===== src/design/bfto_pkg.sv =====
// shared types, constants and font table for the bitmap font text overlay
// no dependencies; used by the front end, the queue user, the back end and the top level

package bfto_pkg;

  // default number of text slots
  localparam int MAX_CHARS_DEF = 32;

  // depth of the queue between front and back end
  localparam int QUEUE_DEPTH = 4;

  // coordinate and field widths
  localparam int COORD_W   = 12;
  localparam int CODE_W    = 6;
  localparam int SLOT_W    = 5;
  localparam int CHAN_W    = 8;
  localparam int SCALE_W   = 4;
  localparam int LEN_W     = 6;
  localparam int COLOR_W   = 24;
  localparam int CFG_IDX_W = 3;
  localparam int CFG_DAT_W = 24;

  // quotient bits of the character index divider (text_length is at most 63)
  localparam int CHAR_IDX_W = 6;
  // quotient bits of the column and row dividers (values below 8)
  localparam int SUB_STEPS  = 3;

  // input commands
  localparam logic CMD_WRITE = 1'b0;
  localparam logic CMD_PIXEL = 1'b1;

  // configuration register indexes
  localparam logic [CFG_IDX_W-1:0] CFG_ORIGIN_X    = 3'd0;
  localparam logic [CFG_IDX_W-1:0] CFG_ORIGIN_Y    = 3'd1;
  localparam logic [CFG_IDX_W-1:0] CFG_GLYPH_SCALE = 3'd2;
  localparam logic [CFG_IDX_W-1:0] CFG_TEXT_LENGTH = 3'd3;
  localparam logic [CFG_IDX_W-1:0] CFG_TEXT_COLOR  = 3'd4;
  localparam logic [CFG_IDX_W-1:0] CFG_DARKEN      = 3'd5;

  // glyph numbers
  localparam int GLYPH_COUNT = 39;
  localparam logic [CODE_W-1:0] GLYPH_LETTER_A = 6'd0;
  localparam logic [CODE_W-1:0] GLYPH_DIGIT_0  = 6'd26;
  localparam logic [CODE_W-1:0] GLYPH_SPACE    = 6'd36;
  localparam logic [CODE_W-1:0] GLYPH_COLON    = 6'd37;
  localparam logic [CODE_W-1:0] GLYPH_MINUS    = 6'd38;
  localparam logic [CODE_W-1:0] GLYPH_UNMAPPED = 6'd39;

  // configuration registers as seen by the datapath
  typedef struct packed {
    logic [COORD_W-1:0] origin_x;
    logic [COORD_W-1:0] origin_y;
    logic [SCALE_W-1:0] glyph_scale;
    logic [LEN_W-1:0]   text_length;
    logic [COLOR_W-1:0] text_color;
    logic               darken_enable;
  } cfg_t;

  // classified item handed from front to back end
  typedef struct packed {
    logic               is_pix;
    logic [SLOT_W-1:0]  slot;
    logic [CODE_W-1:0]  code;
    logic               org_ok;
    logic [COORD_W-1:0] dx;
    logic [COORD_W-1:0] dy;
    logic [CHAN_W-1:0]  blue;
    logic [CHAN_W-1:0]  green;
    logic [CHAN_W-1:0]  red;
  } q_entry_t;

  // 5x7 font, column-major: byte c holds font column c, bit 0 is the top row
  localparam logic [39:0] FONT_ROM [GLYPH_COUNT] = '{
    40'h00_1F_05_05_1F, 40'h00_0A_15_15_1F, 40'h00_11_11_11_0E, 40'h00_0E_11_11_1F,
    40'h00_11_15_15_1F, 40'h00_01_05_05_1F, 40'h00_1D_15_11_0E, 40'h00_1F_04_04_1F,
    40'h00_00_11_1F_11, 40'h00_0F_10_10_08, 40'h00_11_0A_04_1F, 40'h00_10_10_10_1F,
    40'h1F_02_04_02_1F, 40'h00_1F_04_02_1F, 40'h00_0E_11_11_0E, 40'h00_02_05_05_1F,
    40'h00_1E_19_11_0E, 40'h00_12_0D_05_1F, 40'h00_09_15_15_12, 40'h00_00_01_1F_01,
    40'h00_0F_10_10_0F, 40'h07_08_10_08_07, 40'h1F_08_04_08_1F, 40'h11_0A_04_0A_11,
    40'h01_02_1C_02_01, 40'h00_00_13_15_19, 40'h00_0E_11_11_0E, 40'h00_00_10_1F_12,
    40'h00_12_15_15_1A, 40'h00_0A_15_15_11, 40'h00_04_1F_04_07, 40'h00_09_15_15_17,
    40'h00_08_15_15_0E, 40'h00_03_1D_01_01, 40'h00_0A_15_15_0A, 40'h00_0E_15_15_02,
    40'h00_00_00_00_00, 40'h00_00_00_0A_00, 40'h00_00_04_04_04
  };

  // font columns of a glyph; unmapped codes draw nothing
  function automatic logic [39:0] font_columns(logic [CODE_W-1:0] code);
    logic [39:0] cols;
    cols = '0;
    if (code < CODE_W'(GLYPH_COUNT)) begin
      cols = FONT_ROM[code];
    end
    return cols;
  endfunction

endpackage


===== src/design/bfto_queue.sv =====
// small first-in first-out queue between the front and back end
// generic width and depth; no package dependencies

module bfto_queue #(
  parameter int WIDTH = 8,
  parameter int DEPTH = 4
) (
  input  logic             clk_i,
  input  logic             rst_ni,
  input  logic             push_i,
  input  logic [WIDTH-1:0] data_i,
  output logic             full_o,
  input  logic             pop_i,
  output logic             valid_o,
  output logic [WIDTH-1:0] data_o
);

  localparam int PW = (DEPTH > 1) ? $clog2(DEPTH) : 1;
  localparam int CW = $clog2(DEPTH + 1);

  logic [WIDTH-1:0] mem_q [DEPTH];
  logic [PW-1:0]    wr_ptr_q, wr_ptr_d;
  logic [PW-1:0]    rd_ptr_q, rd_ptr_d;
  logic [CW-1:0]    count_q, count_d;

  // status
  assign full_o  = (count_q == CW'(DEPTH));
  assign valid_o = (count_q != '0);
  assign data_o  = mem_q[rd_ptr_q];

  // pointer and fill count update
  always_comb begin
    wr_ptr_d = wr_ptr_q;
    rd_ptr_d = rd_ptr_q;
    count_d  = count_q;
    if (push_i) begin
      wr_ptr_d = (wr_ptr_q == PW'(DEPTH - 1)) ? '0 : wr_ptr_q + 1'b1;
    end
    if (pop_i) begin
      rd_ptr_d = (rd_ptr_q == PW'(DEPTH - 1)) ? '0 : rd_ptr_q + 1'b1;
    end
    if (push_i && !pop_i) begin
      count_d = count_q + 1'b1;
    end else if (!push_i && pop_i) begin
      count_d = count_q - 1'b1;
    end
  end

  always_ff @(posedge clk_i or negedge rst_ni) begin
    if (!rst_ni) begin
      wr_ptr_q <= '0;
      rd_ptr_q <= '0;
      count_q  <= '0;
    end else begin
      wr_ptr_q <= wr_ptr_d;
      rd_ptr_q <= rd_ptr_d;
      count_q  <= count_d;
    end
  end

  // entry storage
  always_ff @(posedge clk_i) begin
    if (push_i) begin
      mem_q[wr_ptr_q] <= data_i;
    end
  end

endmodule


===== src/design/bfto_front.sv =====
// front end: accepts input items, maps characters to glyphs, offsets pixels to the origin
// depends on bfto_pkg

module bfto_front (
  input  bfto_pkg::cfg_t                    cfg_i,
  input  logic                              in_valid_i,
  output logic                              in_stall_o,
  input  logic                              command_i,
  input  logic [bfto_pkg::SLOT_W-1:0]       slot_i,
  input  logic [7:0]                        char_code_i,
  input  logic [bfto_pkg::COORD_W-1:0]      pixel_x_i,
  input  logic [bfto_pkg::COORD_W-1:0]      pixel_y_i,
  input  logic [bfto_pkg::CHAN_W-1:0]       in_blue_i,
  input  logic [bfto_pkg::CHAN_W-1:0]       in_green_i,
  input  logic [bfto_pkg::CHAN_W-1:0]       in_red_i,
  input  logic                              q_full_i,
  output logic                              q_push_o,
  output bfto_pkg::q_entry_t                q_data_o
);

  // ascii to glyph number, lower case folded to upper case
  function automatic logic [bfto_pkg::CODE_W-1:0] map_char(logic [7:0] ch);
    logic [7:0]                    up;
    logic [bfto_pkg::CODE_W-1:0]   code;
    up   = ch;
    code = bfto_pkg::GLYPH_UNMAPPED;
    if (ch >= "a" && ch <= "z") begin
      up = ch - 8'd32;
    end
    if (up >= "A" && up <= "Z") begin
      code = bfto_pkg::GLYPH_LETTER_A + 6'(up - "A");
    end else if (up >= "0" && up <= "9") begin
      code = bfto_pkg::GLYPH_DIGIT_0 + 6'(up - "0");
    end else if (up == " ") begin
      code = bfto_pkg::GLYPH_SPACE;
    end else if (up == ":") begin
      code = bfto_pkg::GLYPH_COLON;
    end else if (up == "-") begin
      code = bfto_pkg::GLYPH_MINUS;
    end
    return code;
  endfunction

  // transfer into the queue whenever it has room
  assign in_stall_o = q_full_i;
  assign q_push_o   = in_valid_i && !q_full_i;

  // classify the item
  always_comb begin
    q_data_o.is_pix = (command_i == bfto_pkg::CMD_PIXEL);
    q_data_o.slot   = slot_i;
    q_data_o.code   = map_char(char_code_i);
    q_data_o.org_ok = (pixel_x_i >= cfg_i.origin_x) && (pixel_y_i >= cfg_i.origin_y);
    q_data_o.dx     = pixel_x_i - cfg_i.origin_x;
    q_data_o.dy     = pixel_y_i - cfg_i.origin_y;
    q_data_o.blue   = in_blue_i;
    q_data_o.green  = in_green_i;
    q_data_o.red    = in_red_i;
  end

endmodule


===== src/design/bfto_back.sv =====
// back end: box test, character/column/row dividers, text store, font lookup and blend
// depends on bfto_pkg

module bfto_back #(
  parameter int MAX_CHARS = bfto_pkg::MAX_CHARS_DEF
) (
  input  logic                         clk_i,
  input  logic                         rst_ni,
  input  bfto_pkg::cfg_t               cfg_i,
  input  logic                         q_valid_i,
  input  bfto_pkg::q_entry_t           q_data_i,
  output logic                         q_pop_o,
  output logic                         out_valid_o,
  input  logic                         out_stall_i,
  output logic [bfto_pkg::CHAN_W-1:0]  out_blue_o,
  output logic [bfto_pkg::CHAN_W-1:0]  out_green_o,
  output logic [bfto_pkg::CHAN_W-1:0]  out_red_o
);

  localparam int AW = (MAX_CHARS > 1) ? $clog2(MAX_CHARS) : 1;
  localparam int QW = bfto_pkg::CHAR_IDX_W;
  localparam int SW = bfto_pkg::SUB_STEPS;

  typedef struct packed {
    logic                          valid;
    logic                          is_pix;
    logic                          in_box;
    logic [bfto_pkg::SLOT_W-1:0]   slot;
    logic [bfto_pkg::CODE_W-1:0]   code;
    logic [bfto_pkg::COORD_W-1:0]  rem;
    logic [QW-1:0]                 quo;
    logic [6:0]                    dy;
    logic [bfto_pkg::CHAN_W-1:0]   blue;
    logic [bfto_pkg::CHAN_W-1:0]   green;
    logic [bfto_pkg::CHAN_W-1:0]   red;
  } div_t;

  typedef struct packed {
    logic                          valid;
    logic                          is_pix;
    logic                          in_box;
    logic                          cx_ok;
    logic [6:0]                    colrem;
    logic [6:0]                    rowrem;
    logic [SW-1:0]                 col;
    logic [SW-1:0]                 row;
    logic [bfto_pkg::CODE_W-1:0]   code;
    logic [bfto_pkg::CHAN_W-1:0]   blue;
    logic [bfto_pkg::CHAN_W-1:0]   green;
    logic [bfto_pkg::CHAN_W-1:0]   red;
  } sub_t;

  // halve rounding half to even
  function automatic logic [7:0] halve_even(logic [7:0] p);
    return (p >> 1) + {7'd0, p[0] & p[1]};
  endfunction

  logic                         adv;
  logic [6:0]                   scale5, scale7, pitch;
  logic [bfto_pkg::LEN_W-1:0]   len_c;
  logic [12:0]                  box_w;
  logic [bfto_pkg::COORD_W-1:0] pitch_sh [QW];
  logic [6:0]                   scale_sh [SW];

  div_t div_q [QW+1];
  div_t div_d [QW+1];
  sub_t sub_q [SW+1];
  sub_t sub_d [SW+1];

  logic [bfto_pkg::CODE_W-1:0]  text_mem_q [MAX_CHARS];
  logic [bfto_pkg::CODE_W-1:0]  rd_q;
  logic [AW-1:0]                rd_addr, wr_addr;
  logic                         wr_en;

  logic [63:0]                  glyph;
  logic                         lit;
  logic [7:0]                   bg_b, bg_g, bg_r;
  logic                         out_valid_q;
  logic [7:0]                   out_b_q, out_g_q, out_r_q;

  // whole pipeline moves unless a finished pixel waits on the output
  assign adv     = !out_valid_q || !out_stall_i;
  assign q_pop_o = adv && q_valid_i;

  // geometry derived from the registers
  always_comb begin
    scale5 = {1'b0, cfg_i.glyph_scale, 2'b00} + {3'b000, cfg_i.glyph_scale};
    scale7 = {cfg_i.glyph_scale, 3'b000} - {3'b000, cfg_i.glyph_scale};
    pitch  = scale5 + 7'd1;
    if (32'(cfg_i.text_length) > MAX_CHARS) begin
      len_c = bfto_pkg::LEN_W'(MAX_CHARS);
    end else begin
      len_c = cfg_i.text_length;
    end
    box_w = 13'(len_c) * 13'(pitch);
    for (int k = 0; k < QW; k++) begin
      pitch_sh[k] = bfto_pkg::COORD_W'(pitch) << (QW - 1 - k);
    end
    for (int j = 0; j < SW; j++) begin
      scale_sh[j] = 7'(cfg_i.glyph_scale) << (SW - 1 - j);
    end
  end

  // box test and character index divider, one quotient bit per stage
  always_comb begin
    div_d[0].valid  = q_valid_i;
    div_d[0].is_pix = q_data_i.is_pix;
    div_d[0].in_box = q_data_i.is_pix && q_data_i.org_ok &&
                      ({1'b0, q_data_i.dx} < box_w) &&
                      (q_data_i.dy < bfto_pkg::COORD_W'(scale7));
    div_d[0].slot   = q_data_i.slot;
    div_d[0].code   = q_data_i.code;
    div_d[0].rem    = q_data_i.dx;
    div_d[0].quo    = '0;
    div_d[0].dy     = q_data_i.dy[6:0];
    div_d[0].blue   = q_data_i.blue;
    div_d[0].green  = q_data_i.green;
    div_d[0].red    = q_data_i.red;
    for (int k = 0; k < QW; k++) begin
      div_d[k+1] = div_q[k];
      if (div_q[k].rem >= pitch_sh[k]) begin
        div_d[k+1].rem = div_q[k].rem - pitch_sh[k];
        div_d[k+1].quo = {div_q[k].quo[QW-2:0], 1'b1};
      end else begin
        div_d[k+1].quo = {div_q[k].quo[QW-2:0], 1'b0};
      end
    end
  end

  // column and row dividers run side by side with the text store read
  always_comb begin
    sub_d[0].valid  = div_q[QW].valid;
    sub_d[0].is_pix = div_q[QW].is_pix;
    sub_d[0].in_box = div_q[QW].in_box;
    sub_d[0].cx_ok  = (div_q[QW].rem[6:0] < scale5);
    sub_d[0].colrem = div_q[QW].rem[6:0];
    sub_d[0].rowrem = div_q[QW].dy;
    sub_d[0].col    = '0;
    sub_d[0].row    = '0;
    sub_d[0].code   = '0;
    sub_d[0].blue   = div_q[QW].blue;
    sub_d[0].green  = div_q[QW].green;
    sub_d[0].red    = div_q[QW].red;
    for (int j = 0; j < SW; j++) begin
      sub_d[j+1] = sub_q[j];
      if (sub_q[j].colrem >= scale_sh[j]) begin
        sub_d[j+1].colrem = sub_q[j].colrem - scale_sh[j];
        sub_d[j+1].col    = {sub_q[j].col[SW-2:0], 1'b1};
      end else begin
        sub_d[j+1].col    = {sub_q[j].col[SW-2:0], 1'b0};
      end
      if (sub_q[j].rowrem >= scale_sh[j]) begin
        sub_d[j+1].rowrem = sub_q[j].rowrem - scale_sh[j];
        sub_d[j+1].row    = {sub_q[j].row[SW-2:0], 1'b1};
      end else begin
        sub_d[j+1].row    = {sub_q[j].row[SW-2:0], 1'b0};
      end
    end
    // glyph number arrives from the store one stage in
    sub_d[1].code = rd_q;
  end

  // pipeline registers
  always_ff @(posedge clk_i or negedge rst_ni) begin
    if (!rst_ni) begin
      for (int k = 0; k <= QW; k++) begin
        div_q[k] <= '0;
      end
      for (int j = 0; j <= SW; j++) begin
        sub_q[j] <= '0;
      end
    end else if (adv) begin
      for (int k = 0; k <= QW; k++) begin
        div_q[k] <= div_d[k];
      end
      for (int j = 0; j <= SW; j++) begin
        sub_q[j] <= sub_d[j];
      end
    end
  end

  // text store: writes and reads happen at the same stage, so item order holds
  assign rd_addr = AW'(div_q[QW].quo);
  assign wr_addr = AW'(div_q[QW].slot);
  assign wr_en   = adv && div_q[QW].valid && !div_q[QW].is_pix &&
                   (32'(div_q[QW].slot) < MAX_CHARS);

  always_ff @(posedge clk_i) begin
    if (wr_en) begin
      text_mem_q[wr_addr] <= div_q[QW].code;
    end
    if (adv) begin
      rd_q <= text_mem_q[rd_addr];
    end
  end

  // darken, font lookup and color select
  always_comb begin
    glyph = {24'd0, bfto_pkg::font_columns(sub_q[SW].code)};
    lit   = sub_q[SW].in_box && sub_q[SW].cx_ok && glyph[{sub_q[SW].col, sub_q[SW].row}];
    bg_b  = sub_q[SW].blue;
    bg_g  = sub_q[SW].green;
    bg_r  = sub_q[SW].red;
    if (sub_q[SW].in_box && cfg_i.darken_enable) begin
      bg_b = halve_even(sub_q[SW].blue);
      bg_g = halve_even(sub_q[SW].green);
      bg_r = halve_even(sub_q[SW].red);
    end
  end

  // output register
  always_ff @(posedge clk_i or negedge rst_ni) begin
    if (!rst_ni) begin
      out_valid_q <= 1'b0;
    end else if (adv) begin
      out_valid_q <= sub_q[SW].valid && sub_q[SW].is_pix;
    end
  end

  always_ff @(posedge clk_i) begin
    if (adv) begin
      out_b_q <= lit ? cfg_i.text_color[7:0]   : bg_b;
      out_g_q <= lit ? cfg_i.text_color[15:8]  : bg_g;
      out_r_q <= lit ? cfg_i.text_color[23:16] : bg_r;
    end
  end

  assign out_valid_o = out_valid_q;
  assign out_blue_o  = out_b_q;
  assign out_green_o = out_g_q;
  assign out_red_o   = out_r_q;

`ifndef SYNTHESIS
  // character index of a boxed pixel falls inside the text
  a_char_idx: assert property (@(posedge clk_i) disable iff (!rst_ni)
    div_q[QW].valid && div_q[QW].in_box |-> (div_q[QW].quo < len_c))
    else $error("character index beyond text length");

  // divider remainder is a column offset within one pitch
  a_char_rem: assert property (@(posedge clk_i) disable iff (!rst_ni)
    div_q[QW].valid && div_q[QW].in_box |-> (div_q[QW].rem < bfto_pkg::COORD_W'(pitch)))
    else $error("character divider remainder not below pitch");

  // font position inside the 5x7 cell for a drawable pixel
  a_font_pos: assert property (@(posedge clk_i) disable iff (!rst_ni)
    sub_q[SW].valid && sub_q[SW].in_box && sub_q[SW].cx_ok |->
      (sub_q[SW].col < 3'd5) && (sub_q[SW].row < 3'd7))
    else $error("font column or row out of range");

  // a result only ever follows a pixel item
  a_out_src: assert property (@(posedge clk_i) disable iff (!rst_ni)
    $rose(out_valid_q) |-> $past(sub_q[SW].valid && sub_q[SW].is_pix))
    else $error("result without a pixel item");
`endif

endmodule


===== src/design/bitmap_font_text_overlay.sv =====
// top level of the bitmap font text overlay: configuration registers, front end, queue, back end
// depends on bfto_pkg, bfto_front, bfto_queue and bfto_back
//
//   channel  | direction | handshake                   | payload
//   ---------+-----------+-----------------------------+-----------------------------------
//   in       | input     | in_valid_i / in_stall_o     | command, slot, char_code, pixel, rgb
//   out      | output    | out_valid_o / out_stall_i   | out_blue, out_green, out_red
//   cfg      | input     | cfg_valid_i / cfg_ready_o   | cfg_index_i, cfg_data_i
//
// While out_stall_i is low, one item per clock is accepted and one pixel result per clock
// is delivered. A pixel result passes through the queue entry, the box test register,
// six stages of the character index divider, the text store read, three stages of the
// column/row divider and the output register.
// The back pipeline moves as one unit and halts only while a result waits on a stalled output;
// the 4-entry queue then fills before in_stall_o rises.
// Reset clears the registers to their defaults and empties the pipeline; the text store is not
// cleared and reads of unwritten slots are undefined.

module bitmap_font_text_overlay #(
  parameter int MAX_CHARS = bfto_pkg::MAX_CHARS_DEF
) (
  input  logic                              clk_i,
  input  logic                              rst_ni,
  input  logic                              in_valid_i,
  output logic                              in_stall_o,
  input  logic                              command_i,
  input  logic [bfto_pkg::SLOT_W-1:0]       slot_i,
  input  logic [7:0]                        char_code_i,
  input  logic [bfto_pkg::COORD_W-1:0]      pixel_x_i,
  input  logic [bfto_pkg::COORD_W-1:0]      pixel_y_i,
  input  logic [bfto_pkg::CHAN_W-1:0]       in_blue_i,
  input  logic [bfto_pkg::CHAN_W-1:0]       in_green_i,
  input  logic [bfto_pkg::CHAN_W-1:0]       in_red_i,
  output logic                              out_valid_o,
  input  logic                              out_stall_i,
  output logic [bfto_pkg::CHAN_W-1:0]       out_blue_o,
  output logic [bfto_pkg::CHAN_W-1:0]       out_green_o,
  output logic [bfto_pkg::CHAN_W-1:0]       out_red_o,
  input  logic                              cfg_valid_i,
  output logic                              cfg_ready_o,
  input  logic [bfto_pkg::CFG_IDX_W-1:0]    cfg_index_i,
  input  logic [bfto_pkg::CFG_DAT_W-1:0]    cfg_data_i
);

  localparam int QEW = $bits(bfto_pkg::q_entry_t);

  bfto_pkg::cfg_t     cfg_q;
  bfto_pkg::q_entry_t push_data, pop_data;
  logic               push, pop, q_full, q_valid;

  // configuration writes are always taken
  assign cfg_ready_o = 1'b1;

  always_ff @(posedge clk_i or negedge rst_ni) begin
    if (!rst_ni) begin
      cfg_q.origin_x      <= '0;
      cfg_q.origin_y      <= '0;
      cfg_q.glyph_scale   <= 4'd1;
      cfg_q.text_length   <= '0;
      cfg_q.text_color    <= 24'hFF_FFFF;
      cfg_q.darken_enable <= 1'b1;
    end else if (cfg_valid_i) begin
      case (cfg_index_i)
        bfto_pkg::CFG_ORIGIN_X:    cfg_q.origin_x      <= cfg_data_i[11:0];
        bfto_pkg::CFG_ORIGIN_Y:    cfg_q.origin_y      <= cfg_data_i[11:0];
        bfto_pkg::CFG_GLYPH_SCALE: cfg_q.glyph_scale   <= cfg_data_i[3:0];
        bfto_pkg::CFG_TEXT_LENGTH: cfg_q.text_length   <= cfg_data_i[5:0];
        bfto_pkg::CFG_TEXT_COLOR:  cfg_q.text_color    <= cfg_data_i[23:0];
        bfto_pkg::CFG_DARKEN:      cfg_q.darken_enable <= cfg_data_i[0];
        default: begin
        end
      endcase
    end
  end

  // classify incoming items
  bfto_front u_front (
    .cfg_i       (cfg_q),
    .in_valid_i  (in_valid_i),
    .in_stall_o  (in_stall_o),
    .command_i   (command_i),
    .slot_i      (slot_i),
    .char_code_i (char_code_i),
    .pixel_x_i   (pixel_x_i),
    .pixel_y_i   (pixel_y_i),
    .in_blue_i   (in_blue_i),
    .in_green_i  (in_green_i),
    .in_red_i    (in_red_i),
    .q_full_i    (q_full),
    .q_push_o    (push),
    .q_data_o    (push_data)
  );

  // decoupling queue
  bfto_queue #(
    .WIDTH (QEW),
    .DEPTH (bfto_pkg::QUEUE_DEPTH)
  ) u_queue (
    .clk_i   (clk_i),
    .rst_ni  (rst_ni),
    .push_i  (push),
    .data_i  (push_data),
    .full_o  (q_full),
    .pop_i   (pop),
    .valid_o (q_valid),
    .data_o  (pop_data)
  );

  // overlay pipeline
  bfto_back #(
    .MAX_CHARS (MAX_CHARS)
  ) u_back (
    .clk_i       (clk_i),
    .rst_ni      (rst_ni),
    .cfg_i       (cfg_q),
    .q_valid_i   (q_valid),
    .q_data_i    (pop_data),
    .q_pop_o     (pop),
    .out_valid_o (out_valid_o),
    .out_stall_i (out_stall_i),
    .out_blue_o  (out_blue_o),
    .out_green_o (out_green_o),
    .out_red_o   (out_red_o)
  );

endmodule

===== config.mk =====
export PLATFORM = sky130hd
export DESIGN_NAME = bitmap_font_text_overlay
export DESIGN_NICKNAME = d
export VERILOG_FILES = /design/src/design/bfto_pkg.sv /design/src/design/bfto_queue.sv /design/src/design/bfto_front.sv /design/src/design/bfto_back.sv /design/src/design/bitmap_font_text_overlay.sv
export SDC_FILE = /design/constraint.sdc
export NUM_CORES = 2
export LEC_CHECK = 0
export ABC_CLOCK_PERIOD_IN_PS = 6350
export BUFFER_PORTS_ARGS = -buffer_cell sky130_fd_sc_hd__buf_2
export CAP_MARGIN = 20
export CORE_AREA = 8 8 379 381
export CTS_BUF_LIST = sky130_fd_sc_hd__clkbuf_4 sky130_fd_sc_hd__clkbuf_8
export DETAILED_ROUTE_END_ITERATION = 10
export DIE_AREA = 0 0 387 389
export PLACE_DENSITY_LB_ADDON = 0.08
export SLEW_MARGIN = 30
export SYNTH_ARGS = -nofsm -noshare
export SYNTH_HDL_FRONTEND = slang
export SYNTH_SLANG_ARGS = --single-unit
export TNS_END_PERCENT = 1

===== constraint.sdc =====
create_clock -name clk_i -period 6.35 [get_ports clk_i]
set_input_delay 0.3175 -clock clk_i [delete_from_list [all_inputs] [get_ports clk_i]]
set_output_delay 0.3175 -clock clk_i [all_outputs]
set_load 0.05 [all_outputs]

==> metrics <==
status finished, final reports clean; Die H 389 um; dpl hpwl 77690 um; Clock Skews roughly 0.055 ns; top-count cell post-synth nand2_1; wire per inst ~18 um; Final Hold Viols 0; cell area after synthesis 0.05054 sq mm; core area 0.1380 sq mm; Final Max Tran Viols 0; CTS HTree Levels 4; # rows ~140; area of placed instances roughly 0.053 sq mm; drt pass-1 iters 6; sequential share of the synthesized area 60.43%; Lkg Pwr 25.38 nW; pin count of the biggest net entering global routing 170; die width about 390 um; top_reg_cell synth dfrtp_1; TritonCTS Buffers 193; min cycle time layout 5.893 ns; RePlAce Congestion 0.7972; clk root buf clkbuf_8; Reg-to-Reg End u_back.div_d[375]$_DFFE_PN0N_; TritonCTS clock tree yes; count of flip-flops with a built-in enable after synthesis 466; Yosys cell types 83; Reg2Reg Launch Point cfg_q[33]$_DFFE_PN0P_; flops & latches, synth 1126; CP startpoint cfg_q[33]$_DFFE_PN0P_; P_int 18.55 mW; Hold Crit Class in2async; design area 0.05802 sq mm; switching pwr 11.12 mW; I/O Pins roughly 120; crit end category flop; initial core utilization 36.63%; switching share of power between 30% and 40%; Avg Cell Area, Syn 11.16 sq um; GRT Overall Usage between 10% and 20%; Worst Tran Pin Value 0.9355 ns; Reg2Reg Depth 25; Port Buf Inserts between 100 and 150; DIE AREA approximately 0.15 sq mm; Clock power frac 22.7%; number of max-cap violations 0; Warnings, synthesis 0; Logic pwr share about 36%; top cells by count, synth nand2_1 (1648), dfrtp_1 (634), edfxtp_1 (466); clk_lat worst skew 0.87 ns; R2R Setup Slk 0.46 ns; CP max FO 11; fmax 169.7 MHz; area delta synth->final 14.81%; global-route wire length before repair just under 200000 um; post-synth top area cell dfrtp_1; maximum vdd drop 0.2498 mV; setup violators final 0; layout cell share with drive strength beyond 1 between 10% and 20%; relative slew slack 37.63%; top post-synthesis cells by area dfrtp_1 (31%), edfxtp_1 (28%), nand2_1 (12%), mux4_2 (5.2%), ha_1 (4.1%); final setup TNS 0 ns; Setup crit start kind flop; post-synth top area share 31.39%; unrepaired setup endpoints after global routing no; Filler cells 13.31k; remaining antenna violation count 0; Post CTS Setup Buffer Count 0; Cell Pwr Density 511.4 mW/mm^2; clk sinks 1126; Mapped Cells 4528; DRT iter0 DRCs 2038; clk buf depth 3; Req. time, crit path roughly 7.1 ns; crit path DAT between 6 and 7 ns; CP Class reg2reg; DRC viols 0; number of global-route vias before repair 33.86k; total gr overflow 0; crit path to u_back.div_d[375]$_DFFE_PN0N_; initial antenna violation count 1; syn_nets slightly below 5k; Clk pin slew, worst setup/hold paths roughly 0.060 ns; Reg power frac about two fifths; ys async rst share around three fifths; vias 32.51k; via density per instance 4.828; routed wire length 119800 um; Tcrit/Tclk final between 90% and 100%; layout net count 5063
## power groups by stage
stage | logic, mW | clock network, mW | registers (mW)
finish | 10.6 | 6.73 | 12.4
global placement | 10.7 | 0 | 12.5
global route | 12.1 | 7.31 | 12.8
detailed placement | 10.7 | 0 | 12.5
CTS | 10.8 | 7.00 | 12.4
floorplan | 7.95 | 0 | 12.0
## how the worst min path moves through the flow
stage / to / slack (ns)
2_1_floorplan: cfg_q[25]$_DFFE_PN0P_ / 0.02
3_3_place_gp: u_back.sub_d[78]$_DFFE_PN0N_ / 0.43
3_5_place_dp: u_back.sub_d[78]$_DFFE_PN0N_ / 0.44
4_1_cts: u_queue.mem_q[2][46]$_DFFE_PP_ / 0.001
5_1_grt: u_queue.mem_q[0][24]$_DFFE_PP_ / 0.04
6_report: u_back.div_d[328]$_DFFE_PN0N_ / 0.07
## cells by family (layout without fill, tap and decap cells)
kind of cell               Yosys count  count (layout)  synth area share [%]
buffers and inverters              343             740                 2.741
adders and majority gates          199             199                 5.446
DFF                               1126            1126                 60.43
xor gates and xnor gates            88              88                 1.525
other                                1               2              0.007420
and+or+nand+nor                   2072            2072                 16.62
AOI/OAI and AO/OA                  475             475                 5.652
muxes                              224             224                 7.580
## critical path: stages, from the launching register on
cell,delay [ns]
dfrtp_1,0.38
ha_1,0.21
fa_1,0.44
xor2_2,0.24
inv_1,0.10
nor3_1,0.18
xor2_1,0.26
buf_6,0.23
nor2_1,0.08
fa_1,0.47
fa_1,0.49
inv_1,0.06
fa_1,0.55
inv_1,0.05
ha_1,0.29
a21oi_1,0.21
nor2_1,0.06
o21a_1,0.18
o21ai_0,0.22
nand2b_1,0.09
a21oi_1,0.17
xor2_1,0.09
ha_1,0.20
a211o_1,0.23
a31oi_1,0.16
a2bb2oi_1,0.17
## through the flow
step	power (mW)	util (%)	cells	setup slack (ns)	hold slack (ns)
after floorplan	19.91	-	4528	0.4307	0.02191
after global placement	23.18	38.42	6291	0.3302	0.4311
after detailed placement	23.27	38.43	6291	0.2387	0.4437
after CTS	30.23	41.97	6729	0.2119	0.001331
after global routing	32.17	42.05	6733	0.02138	0.03831
final	29.67	42.05	6733	0.4565	0.06550
## routing by layer
metal / global-route usage, % / part of all wire [%] / vias to the layer above
met2: 25.14 / 46 / 491
met1: 22.70 / 48 / 15908
met3: 2.824 / 3.6 / 170
met4: 4.247 / 1.8 / 0
met5: 0 / 0 / -
li1: - / - / 15938
## cell type report
type / count / area, sq um / area share (%)
clock buffer: 296 / 3567 / 6.148
multi-input combinational: 3059 / 18680 / 32.20
timing repair buffer: 255 / 2011 / 3.465
tap: 1807 / 2261 / 3.896
antenna: 1 / 2.502 / 0.004313
sequential: 1126 / 30560 / 52.66
clock inverter: 54 / 430.4 / 0.7418
inverter: 135 / 514.2 / 0.8863
## cell usage in the layout, fill, tap and decap left out, types with 118 or more instances in the layout
master,count
edfxtp_1,466
a21oi_1,156
nand2_1,1648
ha_1,164
inv_1,132
o21ai_0,152
nor2_1,184
clkbuf_8,215
dfrtp_1,624
buf_2,118
## sequential cells by signal, summed over array words and instances (netlist names)
register and count:
cfg_q 59, u_back.div_d 270, u_back.div_q 134, u_back.out_blue_o 8, u_back.out_green_o 8, u_back.out_red_o 8, u_back.out_valid_o 1, u_back.rd_q 6
u_back.sub_d 96, u_back.sub_q 88, u_back.text_mem_q 192, u_back.wr_addr 5, u_queue.count_q 3, u_queue.mem_q 244, u_queue.rd_ptr_q 2, u_queue.wr_ptr_q 2
## what timing repair did
action                                 in CTS  in global routing
hold buffers                               88                  0
setup endpoints to repair                   0                  1
endpoints found under the hold margin     340                  0
gates resized for setup                     0                  3
Power figures use the tool's default switching activity.
